===== config.mk =====
export PLATFORM = sky130hd
export DESIGN_NAME = read_stats_decimating_sampler_top
export DESIGN_NICKNAME = d
export VERILOG_FILES = /design/src/rtl/core/rsds_pkg.sv /design/src/rtl/core/read_stats_decimating_sampler_top.sv /design/src/rtl/core/rsds_counts.sv /design/src/rtl/core/rsds_sampler.sv /design/src/rtl/core/rsds_square.sv
export SDC_FILE = /design/constraint.sdc
export NUM_CORES = 2
export LEC_CHECK = 0
export BUFFER_PORTS_ARGS = -buffer_cell sky130_fd_sc_hd__buf_2
export CAP_MARGIN = 20
export CORE_MARGIN = 3
export CORE_UTILIZATION = 47
export CTS_BUF_LIST = sky130_fd_sc_hd__clkbuf_16
export DETAILED_ROUTE_END_ITERATION = 7
export SLEW_MARGIN = 5
export SYNTH_ARGS = -nofsm -noshare
export SYNTH_HDL_FRONTEND = slang
export SYNTH_SLANG_ARGS = --single-unit

===== constraint.sdc =====
create_clock -name clk -period 14.02 [get_ports clk]
set_clock_uncertainty 0.05 [all_clocks]
set_input_delay 2.804 -clock clk [delete_from_list [all_inputs] [get_ports clk]]
set_output_delay 2.804 -clock clk [all_outputs]
set_load 0.05 [all_outputs]

===== src/rtl/core/rsds_pkg.sv =====
// ----------------------------------------------------------------------------
// Read statistics sampler package
// Shared widths, field layouts, register indexes and helper functions.
// ----------------------------------------------------------------------------
package rsds_pkg;

  localparam int LEN_W    = 16;
  localparam int FLAGS_W  = 16;
  localparam int TGT_W    = 21;
  localparam int POS_W    = 31;
  localparam int QUAL_W   = 8;
  localparam int COUNT_W  = 32;
  localparam int BASE_W   = 48;
  localparam int SQ_W     = 64;
  localparam int PROD_W   = 2 * LEN_W;
  localparam int BUDGET_W = 30;
  localparam int CFG_DATA_W = 30;

  localparam int IN_TDATA_W  = 96;
  localparam int OUT_TDATA_W = 280;

  // Flag bit positions inside read_flags.
  localparam int FLAG_PAIRED   = 0;
  localparam int FLAG_UNMAPPED = 2;

  localparam logic [COUNT_W-1:0]  RATIO_MAX    = 32'h8000_0000;
  localparam logic [QUAL_W-1:0]   QUAL_RESET   = 8'd0;
  localparam logic [BUDGET_W-1:0] BUDGET_RESET = 30'd4000000;

  typedef enum logic [0:0] {
    CFG_MIN_MAP_QUALITY = 1'b0,
    CFG_SAMPLE_BUDGET   = 1'b1
  } cfg_index_t;

  typedef struct packed {
    logic [LEN_W-1:0]        read_length;
    logic [FLAGS_W-1:0]      read_flags;
    logic signed [TGT_W-1:0] target_index;
    logic [POS_W-1:0]        target_position;
    logic [QUAL_W-1:0]       map_quality;
  } read_rec_t;

  typedef struct packed {
    logic [COUNT_W-1:0] total_reads;
    logic [BASE_W-1:0]  total_bases;
    logic [LEN_W-1:0]   shortest_read;
    logic [LEN_W-1:0]   longest_read;
    logic [COUNT_W-1:0] mapped_reads;
    logic               paired_flag;
  } cnt_res_t;

  typedef struct packed {
    logic [COUNT_W-1:0] unique_reads;
    logic               sorted_flag;
    logic               keep_this;
    logic [COUNT_W-1:0] decimation_ratio;
    logic               halve_now;
  } samp_res_t;

  function automatic logic [COUNT_W-1:0] sat_inc32(input logic [COUNT_W-1:0] v);
    logic [COUNT_W-1:0] r;
    r = (v == '1) ? v : v + COUNT_W'(1);
    return r;
  endfunction

  // A read is mapped when the unmapped bit is clear and the target is valid.
  function automatic logic is_mapped(input read_rec_t rec);
    logic m;
    m = !rec.read_flags[FLAG_UNMAPPED] && !rec.target_index[TGT_W-1];
    return m;
  endfunction

endpackage


===== src/rtl/core/read_stats_decimating_sampler_top.sv =====
// ----------------------------------------------------------------------------
// Read statistics decimating sampler, top level
// One aligned-read record in, one running-statistics record out per beat.
// ----------------------------------------------------------------------------
// The slave stream carries one read record per beat; the master stream
// returns one statistics record per accepted beat, in order, holding the
// values after that read. Registers are written through cfg_we, cfg_addr
// and cfg_wdata; the user must do this only while the stream is idle, and
// the block does not enforce it. The pipeline has three register stages:
// an input register, a stage where the counters, the decimator and the
// squared length are formed, and the output register where the squared
// sum is added. Throughput is one beat per cycle while the receiver takes
// results; it is set by the counter and decimator state, which every read
// reads and writes and which is updated as each beat leaves the input stage.
// Each stage takes a new beat when it is empty or its successor moves, so a
// stalled receiver fills the pipeline before s_tready falls, and beats are
// accepted again as soon as the output register is taken.
// Synchronous reset clears all statistics, sets ratio and countdown to one,
// sets the sorted flag, loads the register defaults and empties the pipeline.
module read_stats_decimating_sampler_top (
  input  logic                                 clk,
  input  logic                                 rst,
  input  logic                                 s_tvalid,
  output logic                                 s_tready,
  // read_length[15:0], read_flags[31:16], target_index[52:32],
  // target_position[83:53], map_quality[91:84], zero pad[95:92]
  input  logic [rsds_pkg::IN_TDATA_W-1:0]      s_tdata,
  output logic                                 m_tvalid,
  input  logic                                 m_tready,
  // total_reads[31:0], total_bases[79:32], total_squared_bases[143:80],
  // shortest_read[159:144], longest_read[175:160], mapped_reads[207:176],
  // unique_reads[239:208], sorted_flag[240], paired_flag[241],
  // keep_this[242], decimation_ratio[274:243], halve_now[275], zero pad[279:276]
  output logic [rsds_pkg::OUT_TDATA_W-1:0]     m_tdata,
  input  logic                                 cfg_we,
  input  rsds_pkg::cfg_index_t                 cfg_addr,
  input  logic [rsds_pkg::CFG_DATA_W-1:0]      cfg_wdata
);

  logic [rsds_pkg::QUAL_W-1:0]   min_map_quality;
  logic [rsds_pkg::BUDGET_W-1:0] sample_budget;

  rsds_pkg::read_rec_t s1_rec;
  logic                s1_valid, s2_valid;
  rsds_pkg::cnt_res_t  cnt_res, s2_cnt;
  rsds_pkg::samp_res_t samp_res, s2_samp;
  logic [rsds_pkg::SQ_W-1:0] sq_total;
  logic s1_ready, s2_ready, out_ready;
  logic s1_adv, s2_adv;

  always_ff @(posedge clk) begin
    if (rst) begin
      min_map_quality <= rsds_pkg::QUAL_RESET;
      sample_budget   <= rsds_pkg::BUDGET_RESET;
    end else if (cfg_we) begin
      unique case (cfg_addr)
        rsds_pkg::CFG_MIN_MAP_QUALITY: min_map_quality <= cfg_wdata[rsds_pkg::QUAL_W-1:0];
        rsds_pkg::CFG_SAMPLE_BUDGET:   sample_budget   <= cfg_wdata[rsds_pkg::BUDGET_W-1:0];
        default: ;
      endcase
    end
  end

  always_comb begin
    out_ready = !m_tvalid || m_tready;
    s2_ready  = !s2_valid || out_ready;
    s1_ready  = !s1_valid || s2_ready;
    s1_adv    = s1_valid && s2_ready;
    s2_adv    = s2_valid && out_ready;
    s_tready  = s1_ready;
  end

  always_ff @(posedge clk) begin
    if (rst) begin
      s1_valid <= 1'b0;
      s2_valid <= 1'b0;
      m_tvalid <= 1'b0;
    end else begin
      if (s1_ready) s1_valid <= s_tvalid;
      if (s2_ready) s2_valid <= s1_valid;
      if (out_ready) m_tvalid <= s2_valid;
    end
  end

  always_ff @(posedge clk) begin
    if (s_tvalid && s1_ready) begin
      s1_rec.read_length     <= s_tdata[15:0];
      s1_rec.read_flags      <= s_tdata[31:16];
      s1_rec.target_index    <= s_tdata[52:32];
      s1_rec.target_position <= s_tdata[83:53];
      s1_rec.map_quality     <= s_tdata[91:84];
    end
    if (s1_adv) begin
      s2_cnt  <= cnt_res;
      s2_samp <= samp_res;
    end
    if (s2_adv) begin
      m_tdata <= {4'b0000,
                  s2_samp.halve_now,
                  s2_samp.decimation_ratio,
                  s2_samp.keep_this,
                  s2_cnt.paired_flag,
                  s2_samp.sorted_flag,
                  s2_samp.unique_reads,
                  s2_cnt.mapped_reads,
                  s2_cnt.longest_read,
                  s2_cnt.shortest_read,
                  sq_total,
                  s2_cnt.total_bases,
                  s2_cnt.total_reads};
    end
  end

  rsds_counts u_counts (
    .clk (clk),
    .rst (rst),
    .adv (s1_adv),
    .rec (s1_rec),
    .res (cnt_res)
  );

  rsds_sampler u_sampler (
    .clk             (clk),
    .rst             (rst),
    .adv             (s1_adv),
    .rec             (s1_rec),
    .min_map_quality (min_map_quality),
    .sample_budget   (sample_budget),
    .res             (samp_res)
  );

  rsds_square u_square (
    .clk         (clk),
    .rst         (rst),
    .load        (s1_adv),
    .read_length (s1_rec.read_length),
    .adv         (s2_adv),
    .total_next  (sq_total)
  );

endmodule


===== src/rtl/core/rsds_counts.sv =====
// ----------------------------------------------------------------------------
// Read statistics counters
// Read count, base sum, shortest and longest length, mapped count and the
// paired flag. Outputs give the values after the current beat.
// ----------------------------------------------------------------------------
module rsds_counts (
  input  logic               clk,
  input  logic               rst,
  input  logic               adv,
  input  rsds_pkg::read_rec_t rec,
  output rsds_pkg::cnt_res_t  res
);

  logic [rsds_pkg::COUNT_W-1:0] read_counter, read_counter_next;
  logic [rsds_pkg::COUNT_W-1:0] mapped_counter, mapped_counter_next;
  logic [rsds_pkg::BASE_W-1:0]  base_acc, base_acc_next;
  logic [rsds_pkg::BASE_W:0]    base_sum;
  logic [rsds_pkg::LEN_W-1:0]   min_len, min_len_next;
  logic [rsds_pkg::LEN_W-1:0]   max_len, max_len_next;
  logic                         paired_bit, paired_bit_next;
  logic                         first;

  always_comb begin
    first = (read_counter == '0);
    if (first) begin
      min_len_next = rec.read_length;
      max_len_next = rec.read_length;
    end else begin
      min_len_next = (rec.read_length < min_len) ? rec.read_length : min_len;
      max_len_next = (rec.read_length > max_len) ? rec.read_length : max_len;
    end
    base_sum = {1'b0, base_acc} + (rsds_pkg::BASE_W + 1)'(rec.read_length);
    base_acc_next = base_sum[rsds_pkg::BASE_W] ? '1 : base_sum[rsds_pkg::BASE_W-1:0];
    read_counter_next = rsds_pkg::sat_inc32(read_counter);
    mapped_counter_next = rsds_pkg::is_mapped(rec) ?
                          rsds_pkg::sat_inc32(mapped_counter) : mapped_counter;
    paired_bit_next = paired_bit | rec.read_flags[rsds_pkg::FLAG_PAIRED];
  end

  always_ff @(posedge clk) begin
    if (rst) begin
      read_counter   <= '0;
      mapped_counter <= '0;
      base_acc       <= '0;
      min_len        <= '0;
      max_len        <= '0;
      paired_bit     <= 1'b0;
    end else if (adv) begin
      read_counter   <= read_counter_next;
      mapped_counter <= mapped_counter_next;
      base_acc       <= base_acc_next;
      min_len        <= min_len_next;
      max_len        <= max_len_next;
      paired_bit     <= paired_bit_next;
    end
  end

  always_comb begin
    res.total_reads   = read_counter_next;
    res.total_bases   = base_acc_next;
    res.shortest_read = min_len_next;
    res.longest_read  = max_len_next;
    res.mapped_reads  = mapped_counter_next;
    res.paired_flag   = paired_bit_next;
  end

endmodule


===== src/rtl/core/rsds_sampler.sv =====
// ----------------------------------------------------------------------------
// Read statistics decimating sampler
// Unique read count, adaptive keep decimator with halving, and the
// sorted-order check over kept reads.
// ----------------------------------------------------------------------------
module rsds_sampler (
  input  logic                            clk,
  input  logic                            rst,
  input  logic                            adv,
  input  rsds_pkg::read_rec_t             rec,
  input  logic [rsds_pkg::QUAL_W-1:0]     min_map_quality,
  input  logic [rsds_pkg::BUDGET_W-1:0]   sample_budget,
  output rsds_pkg::samp_res_t             res
);

  logic [rsds_pkg::COUNT_W-1:0] unique_counter, unique_counter_next;
  logic [rsds_pkg::COUNT_W-1:0] skip_countdown, skip_countdown_next;
  logic [rsds_pkg::COUNT_W-1:0] skip_ratio, skip_ratio_next;
  logic [rsds_pkg::COUNT_W-1:0] kept_count, kept_count_next;
  logic [rsds_pkg::TGT_W-1:0]   last_tgt, last_tgt_next;
  logic [rsds_pkg::POS_W-1:0]   last_pos, last_pos_next;
  logic                         have_kept, have_kept_next;
  logic                         sorted_bit, sorted_bit_next;
  logic                         is_unique, keep, halve;
  logic [rsds_pkg::COUNT_W-1:0] cd_dec, kept_inc, threshold;
  logic [rsds_pkg::TGT_W-1:0]   tgt_u;

  always_comb begin
    unique_counter_next = unique_counter;
    skip_countdown_next = skip_countdown;
    skip_ratio_next     = skip_ratio;
    kept_count_next     = kept_count;
    last_tgt_next       = last_tgt;
    last_pos_next       = last_pos;
    have_kept_next      = have_kept;
    sorted_bit_next     = sorted_bit;
    keep                = 1'b0;
    halve               = 1'b0;
    tgt_u     = rec.target_index;
    is_unique = rsds_pkg::is_mapped(rec) && (rec.map_quality > min_map_quality);
    cd_dec    = skip_countdown - rsds_pkg::COUNT_W'(1);
    kept_inc  = rsds_pkg::sat_inc32(kept_count);
    threshold = {1'b0, sample_budget, 1'b0};
    if (is_unique) begin
      unique_counter_next = rsds_pkg::sat_inc32(unique_counter);
      if (cd_dec == '0) begin
        keep = 1'b1;
        skip_countdown_next = skip_ratio;
        if (have_kept && ((last_tgt > tgt_u) ||
                          ((last_tgt == tgt_u) && (last_pos > rec.target_position)))) begin
          sorted_bit_next = 1'b0;
        end
        last_tgt_next  = tgt_u;
        last_pos_next  = rec.target_position;
        have_kept_next = 1'b1;
        if (kept_inc >= threshold) begin
          halve = 1'b1;
          kept_count_next = kept_inc >> 1;
          if (skip_ratio < rsds_pkg::RATIO_MAX) begin
            skip_ratio_next = skip_ratio << 1;
          end
        end else begin
          kept_count_next = kept_inc;
        end
      end else begin
        skip_countdown_next = cd_dec;
      end
    end
  end

  always_ff @(posedge clk) begin
    if (rst) begin
      unique_counter <= '0;
      skip_countdown <= rsds_pkg::COUNT_W'(1);
      skip_ratio     <= rsds_pkg::COUNT_W'(1);
      kept_count     <= '0;
      last_tgt       <= '0;
      last_pos       <= '0;
      have_kept      <= 1'b0;
      sorted_bit     <= 1'b1;
    end else if (adv) begin
      unique_counter <= unique_counter_next;
      skip_countdown <= skip_countdown_next;
      skip_ratio     <= skip_ratio_next;
      kept_count     <= kept_count_next;
      last_tgt       <= last_tgt_next;
      last_pos       <= last_pos_next;
      have_kept      <= have_kept_next;
      sorted_bit     <= sorted_bit_next;
    end
  end

  always_comb begin
    res.unique_reads     = unique_counter_next;
    res.sorted_flag      = sorted_bit_next;
    res.keep_this        = keep;
    res.decimation_ratio = skip_ratio_next;
    res.halve_now        = halve;
  end

  // The ratio only ever doubles from one, and the countdown restarts from it.
  a_ratio_pow2: assert property (@(posedge clk) disable iff (rst) $onehot(skip_ratio))
    else $error("skip ratio is not a power of two");
  a_countdown_range: assert property (@(posedge clk) disable iff (rst)
    (skip_countdown != '0) && (skip_countdown <= skip_ratio))
    else $error("skip countdown out of range");
  a_halve_keep: assert property (@(posedge clk) disable iff (rst)
    adv && halve |-> keep && is_unique)
    else $error("halving without a kept read");
  a_kept_marks: assert property (@(posedge clk) disable iff (rst)
    adv && keep |=> have_kept && (last_pos == $past(rec.target_position)))
    else $error("kept read not recorded");

endmodule


===== src/rtl/core/rsds_square.sv =====
// ----------------------------------------------------------------------------
// Read statistics squared-length accumulator
// Registers the squared read length, then adds it into a saturating sum.
// ----------------------------------------------------------------------------
module rsds_square (
  input  logic                          clk,
  input  logic                          rst,
  input  logic                          load,
  input  logic [rsds_pkg::LEN_W-1:0]    read_length,
  input  logic                          adv,
  output logic [rsds_pkg::SQ_W-1:0]     total_next
);

  logic [rsds_pkg::PROD_W-1:0] prod;
  logic [rsds_pkg::SQ_W-1:0]   sq_acc;
  logic [rsds_pkg::SQ_W:0]     sq_sum;

  // The product register travels alongside the second pipeline stage.
  always_ff @(posedge clk) begin
    if (load) begin
      prod <= read_length * read_length;
    end
  end

  always_comb begin
    sq_sum     = {1'b0, sq_acc} + (rsds_pkg::SQ_W + 1)'(prod);
    total_next = sq_sum[rsds_pkg::SQ_W] ? '1 : sq_sum[rsds_pkg::SQ_W-1:0];
  end

  always_ff @(posedge clk) begin
    if (rst) begin
      sq_acc <= '0;
    end else if (adv) begin
      sq_acc <= total_next;
    end
  end

endmodule

==> flow_summary.toml <==
[outcome]
outcome = "finished, final reports clean"

[floorplan]
fp-row-count = 123
core_um2 = 112800
io_pins = 414
initial_utilization_pct = 47.50
die_w_um = 343.6
die_h_um = 343.6
die_area_um2 = 118100

[route]
num_vias = 38440
via_per_inst = 5.441
drc = 0
drt_iter0_drc = 2691
post_drt_wl_per_cell_um = 18.39
finalWirelength_mm = 129.9
drtPass1Iterations = 7
ant_nets = 0

[yosys]
synth.cell_area_um2 = 53580
ys_seq_area_share_pct = 49.60
yosys-top-cells-area = "edfxtp_1 (33%), dfxtp_1 (16%), ha_1 (6.4%)"
yosysWarnings = 0
yosys.area.top_type = "edfxtp_1"
netlist_instances = 5173
synth_edf_count = 597
ys.flop_type = "edfxtp_1"
yosys.area.top_type_share_pct = 33.46
ys_ff_latch = 1029
async_flop_share_pct = 0
avgSynthCellArea_um2 = 10.36
yosysUniqueCellTypes = 94

[pwr]
clock_power_share_pct = 27.8
internal-power_mw = 6.986
power.density_nw_per_um2 = 178.6
p_leak_nw = 23.82
power.switching_mw = 3.842
switching_share_pct = 35.48
pwr-share-comb_pct = 38.6
seqPwrFrac_pct = 33.6
peakVddDrop_v = 0.0003267
p_total_mw = 10.83

[setup_path]
ff2ff_setup_slack_ns = 5.80
crit_top_cell = "fa_1"
r2r-start = "s1_rec[84]"
reg2reg_depth = 22
arrival_ns = 8.68
crit_type = "reg -> reg"
worstSetupEndpointType = "register"
crit_path_start_kind = "register"
critPathLaunch = "s1_rec[84]"
critical_path_required_ns = 14.49
crit_fanout = 16
cp_cell_sequence = "clkinv_1 -> nor2_1 -> inv_1 -> fa_1 -> inv_1 -> fa_1 -> inv_1 -> fa_1 -> inv_1 -> fa_1 -> fa_1 -> fa_1 -> ha_1 -> and2_1 -> a221o_1 -> a311oi_1 -> a21oi_1 -> o41a_1 -> a311oi_1 -> nand2_1 -> a2111o_1 -> o211ai_1"
cp_slowest_cell = "edfxtp_1"
crit_path_end = "u_square.prod[31]"
worst_path_largest_cell_delay_ns = 0.91
reg2reg_to = "u_square.prod[31]"

[cts]
hold_buffers = 0
clkSlewWorstSetupHoldPaths_ns = 0.06
root_buffer = "clkbuf_16"
cts_tree = "yes"
htreeDepth = 3
clock_latency_ns = 0.70
postCtsSetupRepairBufs = 0
cts_sinks = 1029
clock_path_buffers = 3
ctsResizeCount = 0
numCtsBuffers = 111

[timing]
fmax_mhz = 121.7
hold_viol_final = 0
setup_tns_ns = 0
maxSlewHeadroom_pct = 27.93
rsz0062_at_grt = "no"
setup-violations-final = 0
slew_viol_final = 0
fin_crit_sh_pct = 58.60
worstMarginPinSlew_ns = 1.078
fin_crit_ns = 8.216

[cells_and_area]
area_growth_pct = 13.13
nFillCells = 10020
final_nets = 6036
drive_gt1_share_pct = 12.68

[global_routing]
overflow = 0
grt_use_total_pct = 21.61
antenna_found_initial = 4
grt_pass1_vias = 36610
grt_pass1_wl_mm = 203.2
grt_max_degree = 149

[run]
drv_cap = 0

[placement]
place_congestion = 0.8726
dp_hpwl_mm = 89.15
port_buffers = 391

[hold_path]
hp-class = "reg -> reg"
-- layer usage --
metal	vias up	GRT usage (%)	share of wire, %
met5	-	0	0
met4	0	6.275	2.5
met3	161	2.562	4.5
met2	858	36.09	48
met1	18630	29.67	45
li1	18790	-	-
-- worst min-delay path by stage --
stage                           start      endpoint  cells after the start
after floorplan           s2_cnt[113]    m_tdata[0]                      0
after global placement    s2_samp[11]  m_tdata[253]                      0
after detailed placement    s2_cnt[4]  m_tdata[179]                      0
after CTS                  s2_cnt[99]   m_tdata[66]                      0
after global routing      s2_samp[65]  m_tdata[238]                      0
final                      s2_cnt[99]   m_tdata[66]                      0
-- cells in the mapped netlist, types with 70 or more instances --
cell,n
nand2_1,536
nor2_1,426
xor2_1,131
mux2i_1,70
edfxtp_1,597
a21oi_1,300
ha_1,275
dfxtp_1,432
fa_1,165
inv_1,438
nor3_1,158
xnor2_1,188
clkbuf_1,200
o21ai_0,187
nand4_1,87
nand3_1,154
-- cell type report --
class | count | area, um2 | area share [%]
Antenna cell | 2 | 5.005 | 0.008256
Clock buffer | 112 | 2803 | 4.624
Clock inverter | 99 | 979.7 | 1.616
Inverter | 447 | 1693 | 2.793
Multi-Input combinational cell | 3437 | 24340 | 40.15
Sequential cell | 1029 | 26580 | 43.84
Tap cell | 1500 | 1877 | 3.096
Timing Repair Buffer | 438 | 2345 | 3.868
-- sequential cells by signal (all words and copies together), names as in the netlist, 32 cells and up --
| signal | count |
|---|---|
| u_sampler.skip_countdown | 32 |
| u_square.sq_acc | 64 |
| u_counts.mapped_counter | 32 |
| u_counts.read_counter | 32 |
| u_sampler.kept_count | 32 |
| s2_samp | 67 |
| s2_cnt | 145 |
| m_tdata | 276 |
| u_counts.base_acc | 48 |
| u_sampler.unique_counter | 32 |
| u_sampler.skip_ratio | 32 |
| s1_rec | 78 |
-- critical path, delay by kind of cell (launching register included) --
family	cells	cell delay (ns)
buffers and inverters	5	0.95
AOI/OAI and AO/OA	7	2.05
adders and majority gates	7	3.39
and+or+nand+nor	3	0.67
DFF	1	0.91
-- cell usage in the layout (no fill, tap or decap), drive strengths merged, types with 47 or more instances in the layout --
cell type,count
o21ai,189
nand2,538
nand4,87
and3,47
a31oi,48
a311oi,47
clkinv,56
xnor2,188
nand3,155
dfxtp,432
clkbuf,112
fa,165
a21o,69
xor2,131
or3,48
a21oi,300
buf,438
inv,466
ha,275
mux2i,70
edfxtp,597
nor2,427
nor3,161
-- power groups by stage --
stage                     clock, mW  combinational [mW]  sequential [mW]
final                          3.01                4.18             3.64
after global routing           3.22                4.75             3.65
after CTS                      3.10                4.27             3.64
after detailed placement          0                4.22             3.70
after global placement            0                4.20             3.70
after floorplan                   0                3.09             3.77
-- through the flow --
stage / cells / hold WS, ns / cell area (um2) / util, % / worst slack (ns)
after global placement: 6851 / 0.3527 / 56830 / 50.38 / 5.828
after global routing: 7064 / 0.3708 / 60620 / 53.74 / 5.365
after floorplan: 5176 / 0.3503 / 53590 / - / 2.140
final: 7064 / 0.3608 / 60620 / 53.74 / 5.804
after CTS: 7062 / 0.3539 / 60610 / 53.73 / 5.744
after detailed placement: 6851 / 0.3545 / 56830 / 50.38 / 5.794
-- cell families after synthesis --
| family | share of synthesized area [%] |
|---|---|
| xor gates and xnor gates | 5.214 |
| buffers and inverters | 5.172 |
| muxes | 2.064 |
| other | 0.006999 |
| AOI/OAI and AO/OA | 10.79 |
| DFF | 49.60 |
| adders and majority gates | 12.59 |
| and+or+nand+nor | 14.57 |
Note: power is estimated with default switching activity, not from simulation.
